## config.mk

```make
export PLATFORM = sky130hd
export DESIGN_NAME = ffs_div
export DESIGN_NICKNAME = d
export VERILOG_FILES = /design/src/hdl/ffs_pkg.sv /design/src/hdl/ffs_div.sv
export SDC_FILE = /design/constraint.sdc
export NUM_CORES = 1
export LEC_CHECK = 0
export BUFFER_PORTS_ARGS = -buffer_cell sky130_fd_sc_hd__buf_2
export CORE_ASPECT_RATIO = 0.9
export CORE_MARGIN = 2
export CORE_UTILIZATION = 55
export DETAILED_ROUTE_END_ITERATION = 10
export PLACE_DENSITY = 0.84
export SYNTH_ARGS = -nofsm -noshare
export SYNTH_HDL_FRONTEND = slang
export SYNTH_SLANG_ARGS = --single-unit
```

## constraint.sdc

```tcl
create_clock -name clk -period 5.8 [get_ports clk]
set_input_delay 1.45 -clock clk [delete_from_list [all_inputs] [get_ports clk]]
set_output_delay 1.45 -clock clk [all_outputs]
set_load 0.01 [all_outputs]
```

## src/hdl/ffs_pkg.sv

```systemverilog
// Shared types, constants and field layout for the flow field statistics block.
`timescale 1ns / 1ps

package ffs_pkg;

    // Fixed-point format and default sizes.
    localparam int FRAC_BITS      = 16;
    localparam int COUNT_BITS_DEF = 20;
    localparam logic [30:0] REF_DENSITY_RESET = 31'd65536;

    // Packed widths of the stream payloads.
    localparam int IN_TDATA_W  = 128;
    localparam int OUT_TDATA_W = 544;

    // Iteration counts of the shared serial units.
    localparam int SQRT_STEPS  = 32;
    localparam int SQRT_ITER_W = $clog2(SQRT_STEPS + 1);
    localparam int DIV_STEPS   = 64;
    localparam int DIV_ITER_W  = $clog2(DIV_STEPS + 1);

    // Accumulator slots behind the shared saturating adder.
    localparam int ACC_N     = 9;
    localparam int ACC_IDX_W = $clog2(ACC_N);
    localparam logic [ACC_IDX_W-1:0] ACC_MX  = 4'd0;
    localparam logic [ACC_IDX_W-1:0] ACC_MY  = 4'd1;
    localparam logic [ACC_IDX_W-1:0] ACC_MZ  = 4'd2;
    localparam logic [ACC_IDX_W-1:0] ACC_MSZ = 4'd3;
    localparam logic [ACC_IDX_W-1:0] ACC_DEN = 4'd4;
    localparam logic [ACC_IDX_W-1:0] ACC_VX  = 4'd5;
    localparam logic [ACC_IDX_W-1:0] ACC_VY  = 4'd6;
    localparam logic [ACC_IDX_W-1:0] ACC_VZ  = 4'd7;
    localparam logic [ACC_IDX_W-1:0] ACC_SPD = 4'd8;

    // Mean slots, in the same order as the accumulators from ACC_VX on.
    localparam int MEAN_N = 4;
    localparam logic [1:0] MEAN_VX    = 2'd0;
    localparam logic [1:0] MEAN_SPEED = 2'd3;

    // Saturation limits.
    localparam logic [63:0] S64_MAX = 64'h7FFF_FFFF_FFFF_FFFF;
    localparam logic [63:0] S64_MIN = 64'h8000_0000_0000_0000;
    localparam logic [63:0] U64_MAX = 64'hFFFF_FFFF_FFFF_FFFF;

    typedef enum logic [2:0] {
        ST_IDLE,
        ST_RUN,
        ST_DIV_START,
        ST_DIV_WAIT,
        ST_EMIT
    } ffs_state_t;

    typedef enum logic [3:0] {
        STEP_SQ_X,
        STEP_SQ_Y,
        STEP_SQ_Z,
        STEP_SQ_ADD,
        STEP_MOM_X,
        STEP_MOM_Y,
        STEP_MOM_Z,
        STEP_DEN,
        STEP_VEL_X,
        STEP_VEL_Y,
        STEP_VEL_Z,
        STEP_ROOT_WAIT,
        STEP_MSIZE_MUL,
        STEP_MSIZE,
        STEP_SPEED
    } ffs_step_t;

    typedef enum logic [1:0] {
        SAT_SIGNED,
        SAT_U63,
        SAT_U64
    } ffs_sat_t;

    // Status of a serial arithmetic unit.
    typedef struct packed {
        logic busy;
        logic done;
    } ffs_unit_stat_t;

endpackage

```

## src/hdl/ffs_div.sv

```systemverilog
// Serial restoring divider of a 64-bit magnitude by the node count.
`timescale 1ns / 1ps

module ffs_div #(
    parameter int COUNT_BITS = ffs_pkg::COUNT_BITS_DEF
) (
    input  logic                    clk,
    input  logic                    rst_n,
    input  logic                    start,
    input  logic [63:0]             dividend,
    input  logic [COUNT_BITS:0]     divisor,
    output ffs_pkg::ffs_unit_stat_t stat,
    output logic [63:0]             quotient
);
    import ffs_pkg::*;

    logic [63:0]           quot_reg;
    logic [COUNT_BITS:0]   rem_reg;
    logic [DIV_ITER_W-1:0] iter_reg;
    logic                  busy_reg;
    logic                  done_reg;

    logic [COUNT_BITS+1:0] rem_sh;
    logic [COUNT_BITS+1:0] dvs;
    logic                  fits;
    logic [COUNT_BITS+1:0] rem_new;

    // One quotient bit per cycle.
    always_comb
    begin
        rem_sh  = {rem_reg, quot_reg[63]};
        dvs     = {1'b0, divisor};
        fits    = (rem_sh >= dvs);
        rem_new = fits ? (rem_sh - dvs) : rem_sh;
    end

    // Iteration control.
    always_ff @(posedge clk or negedge rst_n)
    begin
        if (!rst_n)
        begin
            busy_reg <= 1'b0;
            done_reg <= 1'b0;
            iter_reg <= '0;
        end
        else
        begin
            done_reg <= 1'b0;
            if (start)
            begin
                busy_reg <= 1'b1;
                iter_reg <= DIV_ITER_W'(DIV_STEPS);
            end
            else if (busy_reg)
            begin
                iter_reg <= iter_reg - DIV_ITER_W'(1);
                if (iter_reg == DIV_ITER_W'(1))
                begin
                    busy_reg <= 1'b0;
                    done_reg <= 1'b1;
                end
            end
        end
    end

    // The dividend shifts out as the quotient shifts in.
    always_ff @(posedge clk)
    begin
        if (start)
        begin
            quot_reg <= dividend;
            rem_reg  <= '0;
        end
        else if (busy_reg)
        begin
            quot_reg <= {quot_reg[62:0], fits};
            rem_reg  <= rem_new[COUNT_BITS:0];
        end
    end

    assign stat.busy = busy_reg;
    assign stat.done = done_reg;
    assign quotient  = quot_reg;

endmodule

```

==> summary.txt <==
Synthesis
  – Net count after synthesis: 581
  – Post-synth ARST share: 9.574%
  – Sequential share of the synthesized area: 48.43%
  – Synth Instances: 469
  – Synth warnings: 0
  – Synth cell types: 61
  – Syn avg cell area: 11.30 um2
  – Synth area leader: edfxtp_1
  – Count of flip-flops with a built-in enable after synthesis: 64
  – Cell Area, Synth: 0.005301 mm2
  – Synth Register Bits: 94
  – Area contributors post-synth: edfxtp_1 36%, mux2_2 14%, dfxtp_1 7.9%, ha_1 5.4%, dfrtp_1 4.2%
  – Area share of the largest cell type after synthesis: 36.25%
  – Predominant post-synthesis flop cell: edfxtp_1

STA
  – Final Hold Vio Count: 0
  – Headroom to the max-slew limit: 32.80%
  – RSZ-0062 raised after global routing: no
  – Final setup viols: 0
  – Final max-slew violation count: 0
  – Tmin final: 3.655 ns
  – Post-Route Setup TNS: 0 ns
  – Final Cycle Share: 63.02%
  – Clock Skew: 0.01470 ns
  – Tightest Pin Transition: 1.007 ns
  – Fmax: 0.2736 GHz

CTS
  – TritonCTS Buffers: 9
  – Clk Latency, worst-skew pair: 0.36 ns
  – Root Driver: clkbuf_8
  – Post-CTS Setup Inserts: 0
  – Post-CTS Resized: 0
  – CTS tree: built
  – Clock buffer depth: 2
  – H-tree depth: 3
  – Num Clock Sinks: 94
  – Clock slew at the register clock pins of the worst setup and hold paths: 0.10 ns
  – Hold-fix buffers, CTS: 0

Critical path
  – Slowest CP cell: a311o_2
  – Worst reg2reg path depth: 10
  – R2r endpoint: quotient[0]
  – CP startpoint: divisor[0]
  – Crit. End Element: flop
  – CP required: 5.91 ns
  – Crit Path Class: primary input to flop
  – R2r startpoint: quotient[63]
  – Startpoint types: primary input
  – Slowest stage delay, CP: 0.42 ns
  – Crit-path cells: buf_2, ha_1, inv_1, fa_1, a21o_2, a311o_2, nand4_1, a211o_1, nand2_2, mux2_2
  – R2R Setup Slk: 2.71 ns
  – Critical path peak fanout: 19
  – CP arrival: 3.77 ns

Cells and area
  – Commonest non-fill, non-tap cell in the layout: buf_2
  – Layout Cells excl Fill: 741
  – Final core utilization: 68.36%
  – Max FFs per register: 64
  – Share of cells above drive strength 1: 41.68%
  – Commonest non-fill, non-tap cells in the layout: 152 x buf_2, 64 x mux2_2, 64 x edfxtp_1
  – Antenna cells: 0
  – Design area: 0.006322 mm2
  – FILL cells: 742
  – Area delta synth->final: 19.26%
  – # nets final: 726

Drt
  – Average routed wire per standard cell: 16.96 um
  – DR vias: 4239
  – Via density: 5.721
  – Post-route ant nets: 0
  – Drt first pass iters: 5
  – DRT Wirelength: 12560 um
  – Residual DRC: 0
  – Initial DRC Count: 227

Global route
  – Number of global-route vias before repair: 4240
  – Grt ovf: 0
  – Pin count of the biggest net entering global routing: 54
  – Antenna violations before repair: 0
  – First-pass GRT wire length: 20640 um
  – Total track usage: 24.74%

Floorplan
  – Initial Util: 57.32%
  – # IOs: 154
  – Core area: 0.009249 mm2
  – Row Count: 33
  – Die footprint: 0.01044 mm2
  – DIE HEIGHT: 97.14 um
  – Die X-Extent: 107.5 um

Placed design
  – GP Congestion: 0.9128
  – Dpl hpwl: 9332 um
  – Dpl cells: 725
  – Post-DP Area: 0.006137 mm2
  – Port Buffers: 153

Hold path
  – Worst min path class: flop to flop
  – Hold path cells: 2
  – Worst Min Path Start: rem_reg[11]
  – Hold Path End: rem_reg[12]

Run
  – Max-Cap Viols: 0

Status
  – Status: completed

Power and ir drop
  – Leak Pwr: 2.839 nW
  – VDD IR max: 0.0002372 V
  – Pwr Density: 379.0 mW/mm2
-- critical path: cells and delay by family --
kind	cells	cell delay (ns)
AND/OR/NAND/NOR	2	0.39
AO/OA/AOI/OAI	3	0.88
multiplexers	1	0.35
adder cells (fa/ha/maj)	2	0.54
buffers and inverters	2	0.14
-- logic make-up after synthesis --
logic type               synth area share (%)
AND/OR/NAND/NOR                         11.71
flip-flops                              48.43
AO/OA/AOI/OAI                           13.45
multiplexers                            13.78
buffers and inverters                   4.012
adder cells (fa/ha/maj)                 5.806
XOR/XNOR                                2.809
-- metrics by stage --
stage | worst slack, ns | hold slack (ns) | total power, mW
6_report | 2.145 | 0.4973 | 2.396
5_1_grt | 2.012 | 0.5319 | 2.555
4_1_cts | 2.192 | 0.4953 | 2.400
3_5_place_dp | 1.799 | 0.4885 | 1.976
3_3_place_gp | 1.860 | 0.4849 | 1.942
2_1_floorplan | 1.729 | 0.4632 | 1.728
-- how the worst max path moves through the flow --
| stage | end | cells after the start |
|---|---|---|
| floorplan | quotient[0] | 5 |
| global placement | quotient[0] | 10 |
| detailed placement | quotient[0] | 10 |
| CTS | quotient[0] | 10 |
| global route | rem_reg[13] | 11 |
| finish | quotient[0] | 10 |
-- power breakdown --
part	internal [mW]	leakage, nW	switching, mW
Clock	0.165	0.0940	0.253
Combinational	0.435	1.78	0.555
Sequential	0.878	0.960	0.110
-- final cells by class --
class / count / area, um2 / share of cell area (%)
timing repair buffer: 156 / 790.8 / 12.51
multi-input combinational: 325 / 2521 / 39.88
tap: 122 / 152.6 / 2.414
clock buffer: 9 / 123.9 / 1.959
inverter: 28 / 105.1 / 1.662
clock inverter: 7 / 61.31 / 0.9697
sequential: 94 / 2567 / 40.61
-- Yosys cell counts, types with 2 or more instances --
cell type / number
edfxtp_1: 64
mux2_2: 64
nand2_1: 41
nor2_1: 37
inv_1: 28
a21oi_1: 24
ha_1: 23
dfxtp_1: 21
clkbuf_1: 11
o21ai_0: 11
nand3_1: 10
a311oi_1: 9
dfrtp_1: 9
xor2_1: 9
a311oi_2: 8
xnor2_1: 8
a21o_1: 6
nand4_1: 6
nor2b_1: 6
buf_1: 5
a31oi_1: 4
nor3_1: 4
o211ai_1: 4
a211oi_1: 3
and3_1: 3
o211a_1: 3
o21a_1: 3
o31ai_1: 3
or3_1: 3
a21o_2: 2
a31o_2: 2
and4_1: 2
buf_2: 2
buf_4: 2
buf_6: 2
nand2_2: 2
-- routing by layer --
| metal | vias to the layer above | track usage (%) | part of all wire, % |
|---|---|---|---|
| li1 | 2027 | - | - |
| met1 | 2055 | 31.16 | 41 |
| met2 | 139 | 42.53 | 51 |
| met3 | 18 | 6.237 | 5.9 |
| met4 | 0 | 6.016 | 1.2 |
| met5 | - | 0 | 0 |
Note: power is estimated with default switching activity, not from simulation.
