<file path="src/hdl/ffs_pkg.sv">
// Shared types, constants and field layout for the flow field statistics block.
`timescale 1ns / 1ps

package ffs_pkg;

    // Fixed-point format and default sizes.
    localparam int FRAC_BITS      = 16;
    localparam int COUNT_BITS_DEF = 20;
    localparam logic [30:0] REF_DENSITY_RESET = 31'd65536;

    // Packed widths of the stream payloads.
    localparam int IN_TDATA_W  = 128;
    localparam int OUT_TDATA_W = 544;

    // Iteration counts of the shared serial units.
    localparam int SQRT_STEPS  = 32;
    localparam int SQRT_ITER_W = $clog2(SQRT_STEPS + 1);
    localparam int DIV_STEPS   = 64;
    localparam int DIV_ITER_W  = $clog2(DIV_STEPS + 1);

    // Accumulator slots behind the shared saturating adder.
    localparam int ACC_N     = 9;
    localparam int ACC_IDX_W = $clog2(ACC_N);
    localparam logic [ACC_IDX_W-1:0] ACC_MX  = 4'd0;
    localparam logic [ACC_IDX_W-1:0] ACC_MY  = 4'd1;
    localparam logic [ACC_IDX_W-1:0] ACC_MZ  = 4'd2;
    localparam logic [ACC_IDX_W-1:0] ACC_MSZ = 4'd3;
    localparam logic [ACC_IDX_W-1:0] ACC_DEN = 4'd4;
    localparam logic [ACC_IDX_W-1:0] ACC_VX  = 4'd5;
    localparam logic [ACC_IDX_W-1:0] ACC_VY  = 4'd6;
    localparam logic [ACC_IDX_W-1:0] ACC_VZ  = 4'd7;
    localparam logic [ACC_IDX_W-1:0] ACC_SPD = 4'd8;

    // Mean slots, in the same order as the accumulators from ACC_VX on.
    localparam int MEAN_N = 4;
    localparam logic [1:0] MEAN_VX    = 2'd0;
    localparam logic [1:0] MEAN_SPEED = 2'd3;

    // Saturation limits.
    localparam logic [63:0] S64_MAX = 64'h7FFF_FFFF_FFFF_FFFF;
    localparam logic [63:0] S64_MIN = 64'h8000_0000_0000_0000;
    localparam logic [63:0] U64_MAX = 64'hFFFF_FFFF_FFFF_FFFF;

    typedef enum logic [2:0] {
        ST_IDLE,
        ST_RUN,
        ST_DIV_START,
        ST_DIV_WAIT,
        ST_EMIT
    } ffs_state_t;

    typedef enum logic [3:0] {
        STEP_SQ_X,
        STEP_SQ_Y,
        STEP_SQ_Z,
        STEP_SQ_ADD,
        STEP_MOM_X,
        STEP_MOM_Y,
        STEP_MOM_Z,
        STEP_DEN,
        STEP_VEL_X,
        STEP_VEL_Y,
        STEP_VEL_Z,
        STEP_ROOT_WAIT,
        STEP_MSIZE_MUL,
        STEP_MSIZE,
        STEP_SPEED
    } ffs_step_t;

    typedef enum logic [1:0] {
        SAT_SIGNED,
        SAT_U63,
        SAT_U64
    } ffs_sat_t;

    // Status of a serial arithmetic unit.
    typedef struct packed {
        logic busy;
        logic done;
    } ffs_unit_stat_t;

endpackage

</file>
<file path="src/hdl/ffs_sqrt.sv">
// Serial integer square root, one result bit per cycle.
`timescale 1ns / 1ps

module ffs_sqrt (
    input  logic                    clk,
    input  logic                    rst_n,
    input  logic                    start,
    input  logic [63:0]             radicand,
    output ffs_pkg::ffs_unit_stat_t stat,
    output logic [31:0]             root
);
    import ffs_pkg::*;

    logic [63:0]            rad_reg;
    logic [33:0]            rem_reg;
    logic [31:0]            root_reg;
    logic [SQRT_ITER_W-1:0] iter_reg;
    logic                   busy_reg;
    logic                   done_reg;

    logic [35:0] rem_sh;
    logic [35:0] trial;
    logic        fits;
    logic [35:0] rem_new;

    // Bring down the next two radicand bits and try the next root bit.
    always_comb
    begin
        rem_sh  = {rem_reg, rad_reg[63:62]};
        trial   = {2'b00, root_reg, 2'b01};
        fits    = (rem_sh >= trial);
        rem_new = fits ? (rem_sh - trial) : rem_sh;
    end

    // Iteration control.
    always_ff @(posedge clk or negedge rst_n)
    begin
        if (!rst_n)
        begin
            busy_reg <= 1'b0;
            done_reg <= 1'b0;
            iter_reg <= '0;
        end
        else
        begin
            done_reg <= 1'b0;
            if (start)
            begin
                busy_reg <= 1'b1;
                iter_reg <= SQRT_ITER_W'(SQRT_STEPS);
            end
            else if (busy_reg)
            begin
                iter_reg <= iter_reg - SQRT_ITER_W'(1);
                if (iter_reg == SQRT_ITER_W'(1))
                begin
                    busy_reg <= 1'b0;
                    done_reg <= 1'b1;
                end
            end
        end
    end

    // Remainder, root and radicand shift register.
    always_ff @(posedge clk)
    begin
        if (start)
        begin
            rad_reg  <= radicand;
            rem_reg  <= '0;
            root_reg <= '0;
        end
        else if (busy_reg)
        begin
            rad_reg  <= {rad_reg[61:0], 2'b00};
            rem_reg  <= rem_new[33:0];
            root_reg <= {root_reg[30:0], fits};
        end
    end

    assign stat.busy = busy_reg;
    assign stat.done = done_reg;
    assign root      = root_reg;

endmodule

</file>
<file path="config.mk">
export PLATFORM = sky130hd
export DESIGN_NAME = ffs_sqrt
export DESIGN_NICKNAME = d
export VERILOG_FILES = /design/src/hdl/ffs_pkg.sv /design/src/hdl/ffs_sqrt.sv
export SDC_FILE = /design/constraint.sdc
export NUM_CORES = 1
export LEC_CHECK = 0
export BUFFER_PORTS_ARGS = -buffer_cell sky130_fd_sc_hd__buf_4
export CELL_PAD_IN_SITES_DETAIL_PLACEMENT = 1
export CELL_PAD_IN_SITES_GLOBAL_PLACEMENT = 2
export CORE_ASPECT_RATIO = 1.25
export CORE_UTILIZATION = 35
export CTS_CLUSTER_DIAMETER = 200
export DETAILED_ROUTE_END_ITERATION = 16
export PLACE_DENSITY = 0.78
export SYNTH_ARGS = -nofsm -noshare
export SYNTH_HDL_FRONTEND = slang
export SYNTH_SLANG_ARGS = --single-unit
</file>
<file path="constraint.sdc">
create_clock -name clk -period 3.1 [get_ports clk]
set_input_delay 0.31 -clock clk [delete_from_list [all_inputs] [get_ports clk]]
set_output_delay 0.31 -clock clk [all_outputs]
set_load 0.02 [all_outputs]
</file>
==> metrics.cfg, run 1 <==
[sta]
slew_headroom = 0.422
hold_viol = 0
fmax_ghz = 0.330
maxSlewViolCount = 0
period_share = 0.979
fin_skew_ps = 9.60
rsz0062_at_grt = true
worst_pin_slew_ps = 866
setup_viol_count_final = 0
period_needed_ps = 3030

[logic_synthesis]
dominantRegCellSynth = dfxtp_1
yosysMostFrequentCell = nor2_1
syn_nets = 839
syn_inst = 736
netlist_area_mm2 = 0.00749
ys_top_cells_by_count = 84 x nor2_1, 66 x dfxtp_1, 64 x edfxtp_1
yosysUniqueCellTypes = 55
synthArstFlopShare = 0.0580
synth-seq-cells = 138
ys_seq_area_frac = 0.460
yosys.area.top_type = edfxtp_1
synth.avg_cell_area_um2 = 10.2
yosys_warnings = 0
synth.area.top_cells = edfxtp_1 26%, dfxtp_1 18%, mux2_2 9.3%
synth_edf_count = 64
netlist.area_leader.share = 0.257

[global_routing]
grt_pass1_wl_um = 32200
grt_pass1_vias = 6477
antenna_found_initial = 0
grt_start_max_net_pins = 72
grt.total_usage = 0.185
overflow = 0

[clock_network]
numCtsBuffers = 17
h-tree-depth = 4
ctsRootBufferMaster = clkbuf_16
clk_latency_ps = 420
clock_path_buffers = 2
tritoncts = yes
cts_sinks = 138
path_clk_slew_ps = 70

[placed_design]
dp.cells = 1108
hpwl_um = 14000
place_congestion = 0.915
port_buffers = 100

[power]
ir_worst_vdd_v = 0.000329
leakagePower_uw = 0.00407
totalPowerFinal_uw = 9190
p_per_area_mw_per_mm2 = 966

[floorplan]
die_h_um = 166
io_pins = 101
core-area_mm2 = 0.0209
die-area_mm2 = 0.0220
die_x_um = 133
start_util = 0.358
rows = 59

[run]
cap_violations = 0

[critical_path]
worstSetupPathType = reg2reg
crit_arrival_ps = 3390
cp.required_ps = 3460
r2r_setup_slack_ps = 70
startpoint_type = flip-flop
endpoint_kind = flip-flop
critical_path.max_fanout = 6

[finish]
finalCoreUtilization = 0.455
finalNonFillerCells = 1144
drive_gt1_frac = 0.310
nNetsFinal = 960
area_delta_synth_final_pct = 27.0
diodes = 0
largest_register_ffs = 64

[route]
dr.max_layer_used = met4
wl_met1_um = 7710
antenna_left = 0
wl_met2_um = 10800
viasPerCell = 5.16
drtIter0Drc = 217
route.detailed.drc = 0
dr.pass1.iters = 4
routed-wl-met3_um = 883
vias = 5907
wirelength_um = 19800
wire_per_inst_um = 17.3

[hold_path]
hp-class = in2reg

[status]
status = finished clean

## worst paths after layout
| path | start | endpoint | cells after the start |
|---|---|---|---|
| max in group asynchronous | rst_n | busy_reg$_DFF_PN0_ | 2 |
| hold / removal | radicand[0] | rad_reg[0]$_SDFFCE_PN0P_ | 2 |
| min in group asynchronous | rst_n | iter_reg[5]$_DFFE_PN0P_ | 2 |
| setup reg to reg | root[22]$_SDFFE_PP0P_ | rem_reg[33]$_SDFFE_PP0P_ | 11 |
| setup / recovery | root[22]$_SDFFE_PP0P_ | rem_reg[33]$_SDFFE_PP0P_ | 11 |
| hold reg to reg | rem_reg[0]$_SDFFE_PP0P_ | rem_reg[0]$_SDFFE_PP0P_ | 2 |
## area by class of cell
type | count | area [µm²]
tap | 274 | 343
inverter | 45 | 169
fill | 2366 | 11400
clock buffer | 18 | 429
clock inverter | 14 | 185
sequential | 138 | 3450
timing repair buffer | 144 | 1150
multi-input combinational | 511 | 3780
## placed cells by master (no fill, tap or decap), types with 4 or more instances in the layout
cell and instances:
a41oi_1 4, ha_1 25, nor3_1 11, xnor2_1 13, ha_2 6, dfrtp_1 7, nand2_1 44, a211oi_1 14
and2_1 5, mux2_2 62, a22oi_1 5, inv_1 43, o21ai_1 4, a21o_1 15, nand4_1 8, a31oi_1 7
inv_6 5, dfxtp_2 5, xor2_1 21, ha_4 5, mux2i_1 37, a21oi_1 44, clkbuf_16 18, a32oi_1 6
buf_12 4, edfxtp_1 64, o21ai_0 38, nand2b_1 5, nand3_1 7, buf_4 138, nor2_1 84, dfxtp_1 61
## kinds of logic (layout without fill, tap and decap cells)
| logic type | Yosys count | after routing | synth area share |
|---|---|---|---|
| buffers and inverters | 87 | 221 | 0.0506 |
| adder cells (fa/ha/maj) | 36 | 36 | 0.0602 |
| AND/OR/NAND/NOR | 180 | 180 | 0.111 |
| multiplexers | 99 | 99 | 0.143 |
| XOR/XNOR | 34 | 34 | 0.0398 |
| flip-flops | 138 | 138 | 0.460 |
| AO/OA/AOI/OAI | 162 | 162 | 0.136 |
## power by group
group	switching [µW]	internal (µW)	total [µW]
combinational	2460	2070	4530
sequential	238	2280	2510
clock	860	1290	2150
total	3560	5630	9190
## per-stage QoR
stage	hold slack [ps]	cell area (µm²)	setup TNS (ps)	setup WS, ps
after floorplan	14.4	7490	0	56.1
after global placement	130	8710	0	131
after detailed placement	136	8710	0	26.9
after CTS	158	9340	0	5.76
after global routing	166	9510	-140	-105
final	169	9510	0	65.4
## routing by layer
metal	vias to the layer above	global-route usage
met5	-	0
met1	2867	0.198
met2	124	0.352
li1	2886	-
met3	30	0.0476
met4	0	0.0643
## critical path, cell delays in order (launching register included)
cell,delay [ps]
dfxtp_2,350
inv_1,70
ha_4,310
nand4_1,220
nor4_4,410
nand4_1,130
a21oi_1,130
nor3_1,80
o31a_2,390
nand2b_4,180
or4_4,560
o21ai_1,130
## what timing repair did
action                                 in CTS  in global routing
hold buffers                                1                  0
setup endpoints to repair                   0                 29
endpoints found under the hold margin       8                  0
setup buffers                               0                  2
gates resized for setup                     0                 32
Note: power is estimated with default switching activity, not from simulation.
==> run 2, diff against run 1 <==
--- a/config.mk
+++ b/config.mk
@@ -10,6 +10,7 @@
 export CELL_PAD_IN_SITES_GLOBAL_PLACEMENT = 2
 export CORE_ASPECT_RATIO = 1.25
 export CORE_UTILIZATION = 35
+export CTS_BUF_LIST = sky130_fd_sc_hd__clkbuf_16
 export CTS_CLUSTER_DIAMETER = 200
 export DETAILED_ROUTE_END_ITERATION = 16
 export PLACE_DENSITY = 0.78
==> run 2 against run 1 <==
Net effect: sequential power about the same; routed wire length about the same; final area unchanged; clock skew about the same; register-to-register slack about the same; critical path type unchanged; count of clock-buffer cells in the layout down 1; maximum frequency unchanged; sequential cell count unchanged.
==> metrics.cfg, run 2 (same netlist as run 1, synthesis figures left out) <==
[sta]
worst_pin_slew_ps = 866  ; unchanged
setup_viol_count_final = 0  ; unchanged
slew_headroom = 0.422  ; unchanged
fin_skew_ps = 9.60  ; -0.0000300 ps
hold_viol = 0  ; unchanged
timing.final.ws_setup_ps = 65.4  ; unchanged
maxSlewViolCount = 0  ; unchanged
fmax_ghz = 0.330  ; unchanged
period_share = 0.979  ; unchanged
period_needed_ps = 3030  ; unchanged
rsz0062_at_grt = true
fin_worst_hold_slack_ps = 169  ; -0.182 ps

[power]
p_seq_frac = 0.274  ; about the same
totalPowerFinal_uw = 9190  ; about the same
comb_power_share = 0.493  ; about the same
p_clk_frac = 0.233  ; about the same
p_per_area_mw_per_mm2 = 966  ; about the same
ir_worst_vdd_v = 0.000329  ; unchanged
switching_share = 0.388  ; about the same
switching_power_uw = 3560  ; about the same
leakagePower_uw = 0.00408  ; +0.10%
p_int_uw = 5630  ; about the same

[critical_path]
r2r_end = rem_reg[33]$_SDFFE_PP0P_
crit_top_cell = nand4_1
critPathMaxStageDelay_ps = 560  ; about the same
cp_top_family = simple AND/OR/NAND/NOR gates
reg2reg_from = root[22]$_SDFFE_PP0P_
reg2reg_depth = 11  ; unchanged
crit_arrival_ps = 3390  ; about the same
endpoint_kind = flip-flop
worstSetupPathType = reg2reg
critical_path.max_fanout = 6  ; unchanged
cp.required_ps = 3460  ; about the same
cp_cell_sequence = inv_1 -> ha_4 -> nand4_1 -> nor4_4 -> nand4_1 -> a21oi_1 -> nor3_1 -> o31a_2 -> nand2b_4 -> or4_4 -> o21ai_1
path_buf_inv = 1  ; unchanged
startpoint_type = flip-flop
slowest_stage = or4_4
r2r_setup_slack_ps = 70  ; about the same

[hold_path]
hp-class = in2reg
hold_depth = 2  ; unchanged
hp-start = radicand[0]
min_to = rad_reg[0]$_SDFFCE_PN0P_

[finish]
nNetsFinal = 960  ; unchanged
area_delta_synth_final_pct = 27.0  ; unchanged
diodes = 0  ; unchanged
finalNonFillerCells = 1144  ; unchanged
largest_register_ffs = 64  ; unchanged
layout_common_cells = 138 x buf_4, 84 x nor2_1, 64 x edfxtp_1
drive_gt1_frac = 0.310  ; unchanged
mostFrequentLayoutCell = buf_4
finalCoreUtilization = 0.455  ; unchanged

[route]
viasPerCell = 5.16  ; about the same
dr.pass1.iters = 4  ; unchanged
drtIter0Drc = 222  ; +2.3%
wirelength_um = 19800  ; about the same
route.detailed.drc = 0  ; unchanged
wire_per_inst_um = 17.3  ; about the same
vias = 5903  ; -0.068%
antenna_left = 0  ; unchanged

[global_routing]
antenna_found_initial = 0  ; unchanged
grt_pass1_vias = 6478  ; +0.015%
grt_start_max_net_pins = 72  ; unchanged
grt.total_usage = 0.185  ; about the same
overflow = 0  ; unchanged
grt_pass1_wl_um = 32200  ; about the same

[floorplan]
rows = 59  ; unchanged
core-area_mm2 = 0.0209  ; unchanged
start_util = 0.358  ; unchanged
die_h_um = 166  ; unchanged
die_x_um = 133  ; unchanged
io_pins = 101  ; unchanged
die-area_mm2 = 0.0220  ; unchanged

[clock_network]
tritoncts = yes
numCtsBuffers = 17  ; unchanged
ctsRootBufferMaster = clkbuf_16
path_clk_slew_ps = 70  ; about the same
clock_path_buffers = 2  ; unchanged
h-tree-depth = 4  ; unchanged
clk_latency_ps = 420  ; about the same
cts_sinks = 138  ; unchanged

[placed_design]
place_ws_ps = 26.9  ; unchanged
port_buffers = 100  ; unchanged
dp.cells = 1108  ; unchanged
place_congestion = 0.915  ; unchanged
hpwl_um = 14000  ; unchanged

[status]
status = finished clean

[run]
cap_violations = 0  ; unchanged

run 2: how the worst max path moves through the flow:
stage / to / cells after the start / from / slack [ps]
3_3_place_gp: rem_reg[33]$_SDFFE_PP0P_ / 12 / root[2]$_SDFFE_PP0P_ / 130
3_5_place_dp: rem_reg[33]$_SDFFE_PP0P_ / 12 / root[2]$_SDFFE_PP0P_ / 30
6_report: rem_reg[33]$_SDFFE_PP0P_ / 11 / root[22]$_SDFFE_PP0P_ / 70
4_1_cts: rem_reg[33]$_SDFFE_PP0P_ / 11 / root[22]$_SDFFE_PP0P_ / 6
2_1_floorplan: rem_reg[33]$_SDFFE_PP0P_ / 14 / root[19]$_SDFFE_PP0P_ / 60
5_1_grt: rem_reg[33]$_SDFFE_PP0P_ / 11 / root[22]$_SDFFE_PP0P_ / -110
run 2: per-layer routing:
| metal | track usage | vias up | wire length (µm) |
|---|---|---|---|
| met5 | 0 | - | 0 |
| met4 | 0.0643 | 0 | 422 |
| met3 | 0.0476 | 30 | 883 |
| met2 | 0.352 | 124 | 10800 |
| met1 | 0.197 | 2863 | 7700 |
| li1 | - | 2886 | - |
run 2: power by group through the flow:
| stage | combinational [µW] | clock, µW | sequential, µW |
|---|---|---|---|
| 2_1_floorplan | 3010 | 0 | 2470 |
| 3_3_place_gp | 4070 | 0 | 2520 |
| 3_5_place_dp | 4220 | 0 | 2540 |
| 4_1_cts | 4280 | 2200 | 2500 |
| 5_1_grt | 5010 | 2260 | 2560 |
| 6_report | 4530 | 2140 | 2510 |
run 2: stage by stage:
step	instance area, µm²	setup TNS (ps)
after floorplan	7490	0
after global placement	8710	0
after detailed placement	8710	0
after CTS	9340	0
after global routing	9510	-140
final	9510	0
run 2: final cells by class:
type / instances / area [µm²]
Timing Repair Buffer: 144 / 1150
Fill cell: 2366 / 11400
Tap cell: 274 / 343
Inverter: 45 / 169
Sequential cell: 138 / 3450
Multi-Input combinational cell: 511 / 3780
Clock inverter: 15 / 189
Clock buffer: 17 / 425
run 2: timing repair:
| action | 4_1_cts | 5_1_grt |
|---|---|---|
| gates resized for setup | 0 | 32 |
| endpoints found under the hold margin | 8 | 0 |
| setup buffers | 0 | 2 |
| hold buffers | 1 | 0 |
| setup endpoints to repair | 0 | 29 |
run 2: worst register-to-register path: stages, from the launching register on:
cell and delay (ps):
dfxtp_2 350, inv_1 70, ha_4 310, nand4_1 220
nor4_4 420, nand4_1 130, a21oi_1 130, nor3_1 80
o31a_2 390, nand2b_4 180, or4_4 560, o21ai_1 130
==> run 3, diff against run 2 <==
--- a/config.mk
+++ b/config.mk
@@ -5,15 +5,17 @@
 export SDC_FILE = /design/constraint.sdc
 export NUM_CORES = 1
 export LEC_CHECK = 0
+export ABC_AREA = 1
 export BUFFER_PORTS_ARGS = -buffer_cell sky130_fd_sc_hd__buf_4
 export CELL_PAD_IN_SITES_DETAIL_PLACEMENT = 1
 export CELL_PAD_IN_SITES_GLOBAL_PLACEMENT = 2
 export CORE_ASPECT_RATIO = 1.25
-export CORE_UTILIZATION = 35
+export CORE_UTILIZATION = 33
 export CTS_BUF_LIST = sky130_fd_sc_hd__clkbuf_16
 export CTS_CLUSTER_DIAMETER = 200
 export DETAILED_ROUTE_END_ITERATION = 16
-export PLACE_DENSITY = 0.78
+export PLACE_DENSITY = 0.82
+export SETUP_SLACK_MARGIN = 0.2
 export SYNTH_ARGS = -nofsm -noshare
 export SYNTH_HDL_FRONTEND = slang
 export SYNTH_SLANG_ARGS = --single-unit
==> run 3 against run 2 <==
Net effect: non-clock buffer count is 33 lower; critical path type unchanged; routed wire length is 24% higher; combinational power rose by 15%.
==> metrics.cfg, run 3 <==
[status]
status = finished clean

[critical_path]
worstSetupPathType = reg2reg
critical_path.max_fanout = 28  ; +22
crit_top_cell = nand2_1
crit_arrival_ps = 2980  ; -410 ps
slowest_stage = dfxtp_1
path_buf_inv = 3  ; +2
reg2reg_depth = 15  ; +4
endpoint_kind = flip-flop
cp_top_family = simple AND/OR/NAND/NOR gates
r2r_end = rem_reg[2]$_SDFFE_PP0P_
cp.required_ps = 3430  ; -30 ps
startpoint_type = flip-flop
critPathMaxStageDelay_ps = 420  ; -140 ps
r2r_setup_slack_ps = 450  ; +380 ps
reg2reg_from = root[0]$_SDFFE_PP0P_
cp_cell_sequence = inv_1 -> ha_1 -> nand2_1 -> inv_1 -> nand2_1 -> nand3_2 -> nand2_1 -> nand3b_2 -> nand2_2 -> nand2_2 -> nand2_2 -> buf_4 -> nand3b_1 -> nand3_1 -> nand2_1

[floorplan]
io_pins = 101  ; unchanged
die_x_um = 144  ; +8.2%
core-area_mm2 = 0.0246  ; +18%
start_util = 0.337  ; -0.0214
die-area_mm2 = 0.0258  ; +17%
rows = 64  ; +8.5%
die_h_um = 179  ; +8.2%

[logic_synthesis]
yosysUniqueCellTypes = 34  ; -38%
yosys_warnings = 0  ; unchanged
netlist.area_leader.share = 0.247  ; -0.00977
yosys.area.top_type = nand2_1
ys_top_cells_by_count = 545 x nand2_1, 147 x inv_1, 66 x dfxtp_1
synth_edf_count = 64  ; unchanged
synth-seq-cells = 138  ; unchanged
synthArstFlopShare = 0.0580  ; unchanged
synth.area.top_cells = nand2_1 25%, edfxtp_1 23%, dfxtp_1 16%
dominantRegCellSynth = dfxtp_1
netlist_area_mm2 = 0.00829  ; +11%
syn_inst = 1176  ; +60%
ys_seq_area_frac = 0.416  ; -0.0443
yosysMostFrequentCell = nand2_1
syn_nets = 1279  ; +52%
synth.avg_cell_area_um2 = 7.05  ; -31%

[sta]
worst_pin_slew_ps = 630  ; -235 ps
fmax_ghz = 0.377  ; +14%
period_share = 0.855  ; -0.124
maxSlewViolCount = 0  ; unchanged
slew_headroom = 0.580  ; +0.158
fin_worst_hold_slack_ps = 130  ; -38.1 ps
period_needed_ps = 2650  ; -383 ps
setup_viol_count_final = 0  ; unchanged
fin_skew_ps = 12.2  ; +2.60 ps
hold_viol = 0  ; unchanged
rsz0062_at_grt = false
setup_tns_ps = 0  ; unchanged

[finish]
fill_cells = 3143  ; +33%
drive_gt1_frac = 0.134  ; -0.176
nNetsFinal = 1371  ; +43%
area_delta_synth_final_pct = 20.1
layout_common_cells = 545 x nand2_1, 147 x inv_1, 109 x buf_4
finalNonFillerCells = 1611  ; +41%
finalCoreUtilization = 0.405  ; -0.0504
largest_register_ffs = 64  ; unchanged
diodes = 0  ; unchanged
mostFrequentLayoutCell = nand2_1

[global_routing]
grt-busiest-layer = met2
overflow = 0  ; unchanged
grt_pass1_wl_um = 40500  ; +26%
met1_usage = 0.229  ; +0.0317
grt.total_usage = 0.206  ; +0.0206
gr-usage-met2 = 0.381  ; +0.0293
antenna_found_initial = 0  ; unchanged
grt_start_max_net_pins = 66  ; -8.3%
met3_usage = 0.0438  ; -0.00382
grt_pass1_vias = 7984  ; +23%

[run]
cap_violations = 0  ; unchanged

[placed_design]
dp.cells = 1578  ; +42%
place_congestion = 0.891  ; -2.6%
hpwl_um = 18400  ; +31%
port_buffers = 100  ; unchanged

[clock_network]
h-tree-depth = 4  ; unchanged
clk_latency_ps = 440  ; +20 ps
tritoncts = yes
cts_sinks = 138  ; unchanged
clock_path_buffers = 2  ; unchanged
path_clk_slew_ps = 60  ; about the same
ctsRootBufferMaster = clkbuf_16
numCtsBuffers = 17  ; unchanged

[route]
viasPerCell = 4.71  ; -8.8%
antenna_left = 0  ; unchanged
route.detailed.drc = 0  ; unchanged
drtIter0Drc = 261  ; +18%
wire_per_inst_um = 15.2  ; -12%
wirelength_um = 24500  ; +24%
dr.pass1.iters = 4  ; unchanged
vias = 7583  ; +28%

[hold_path]
hp-class = in2reg
hp-start = radicand[0]
min_to = rad_reg[0]$_SDFFCE_PN0P_
hold_depth = 3  ; +1

[power]
totalPowerFinal_uw = 10000  ; +8.8%
leakagePower_uw = 0.00514  ; +26%
ir_worst_vdd_v = 0.000413  ; +25%
p_per_area_mw_per_mm2 = 1000  ; +4.0%

[run 3: cell types whose count changed after synthesis, moves of 34 or more]
cell | before | now
inv_1 | 45 | 147
mux2_2 | 62 | 0
mux2i_1 | 37 | 0
nand2_1 | 44 | 545
nand3_1 | 7 | 57
nor2_1 | 84 | 50
[run 3: repair_timing]
item | in CTS | in global routing
endpoints found under the hold margin | 8 | 0
setup buffers | 0 | 0
hold buffers | 1 | 0
gates resized for setup | 0 | 0
[run 3: layout make-up]
class | instances | area (µm²) | area share
Sequential cell | 138 | 3440 | 0.346
Inverter | 150 | 566 | 0.0568
Timing Repair Buffer | 111 | 848 | 0.0852
Tap cell | 330 | 413 | 0.0415
Multi-Input combinational cell | 850 | 4020 | 0.404
Clock buffer | 17 | 425 | 0.0427
Clock inverter | 15 | 236 | 0.0238
[run 3: power by group]
| part | total (µW) | internal, µW | switching, µW |
|---|---|---|---|
| Sequential | 2440 | 2240 | 198 |
| Clock | 2350 | 1450 | 900 |
| Combinational | 5220 | 1730 | 3490 |
[run 3: how the worst max path moves through the flow]
stage | slack, ps | end | from | cells past startpoint
2_1_floorplan | 860 | rad_reg[0]$_SDFFCE_PN0P_ | start | 4
3_3_place_gp | 460 | rem_reg[2]$_SDFFE_PP0P_ | root[0]$_SDFFE_PP0P_ | 15
3_5_place_dp | 440 | rem_reg[2]$_SDFFE_PP0P_ | root[0]$_SDFFE_PP0P_ | 15
4_1_cts | 430 | rem_reg[2]$_SDFFE_PP0P_ | root[0]$_SDFFE_PP0P_ | 15
5_1_grt | 210 | rem_reg[29]$_SDFFE_PP0P_ | root[8]$_SDFFE_PP0P_ | 15
6_report | 450 | rem_reg[2]$_SDFFE_PP0P_ | root[0]$_SDFFE_PP0P_ | 15
[run 3: metrics by stage]
step,area [µm²],setup WS (ps)
6_report,9950,449
4_1_cts,9950,426
5_1_grt,9950,206
2_1_floorplan,8290,858
3_3_place_gp,9280,456
3_5_place_dp,9280,436
[run 3: logic make-up (layout without fill, tap and decap cells)]
family	after synthesis	in the layout	synth area share
adder cells (fa/ha/maj)	36	36	0.0544
AND/OR/NAND/NOR	716	716	0.358
flip-flops	138	138	0.416
buffers and inverters	188	293	0.0997
AO/OA/AOI/OAI	82	82	0.0557
XOR/XNOR	16	16	0.0169
[run 3: layer usage]
layer | share of wire | wire [µm]
met4 | 0.022 | 534
met3 | 0.038 | 934
met5 | 0 | 0
met2 | 0.51 | 12500
met1 | 0.43 | 10500
[run 3: worst reg2reg max path: cells and delay by family, from the launching register on]
family                   cells  cell delay [ps]
flip-flops                   1              420
AND/OR/NAND/NOR             11             1160
buffers and inverters        3              570
adder cells (fa/ha/maj)      1              390
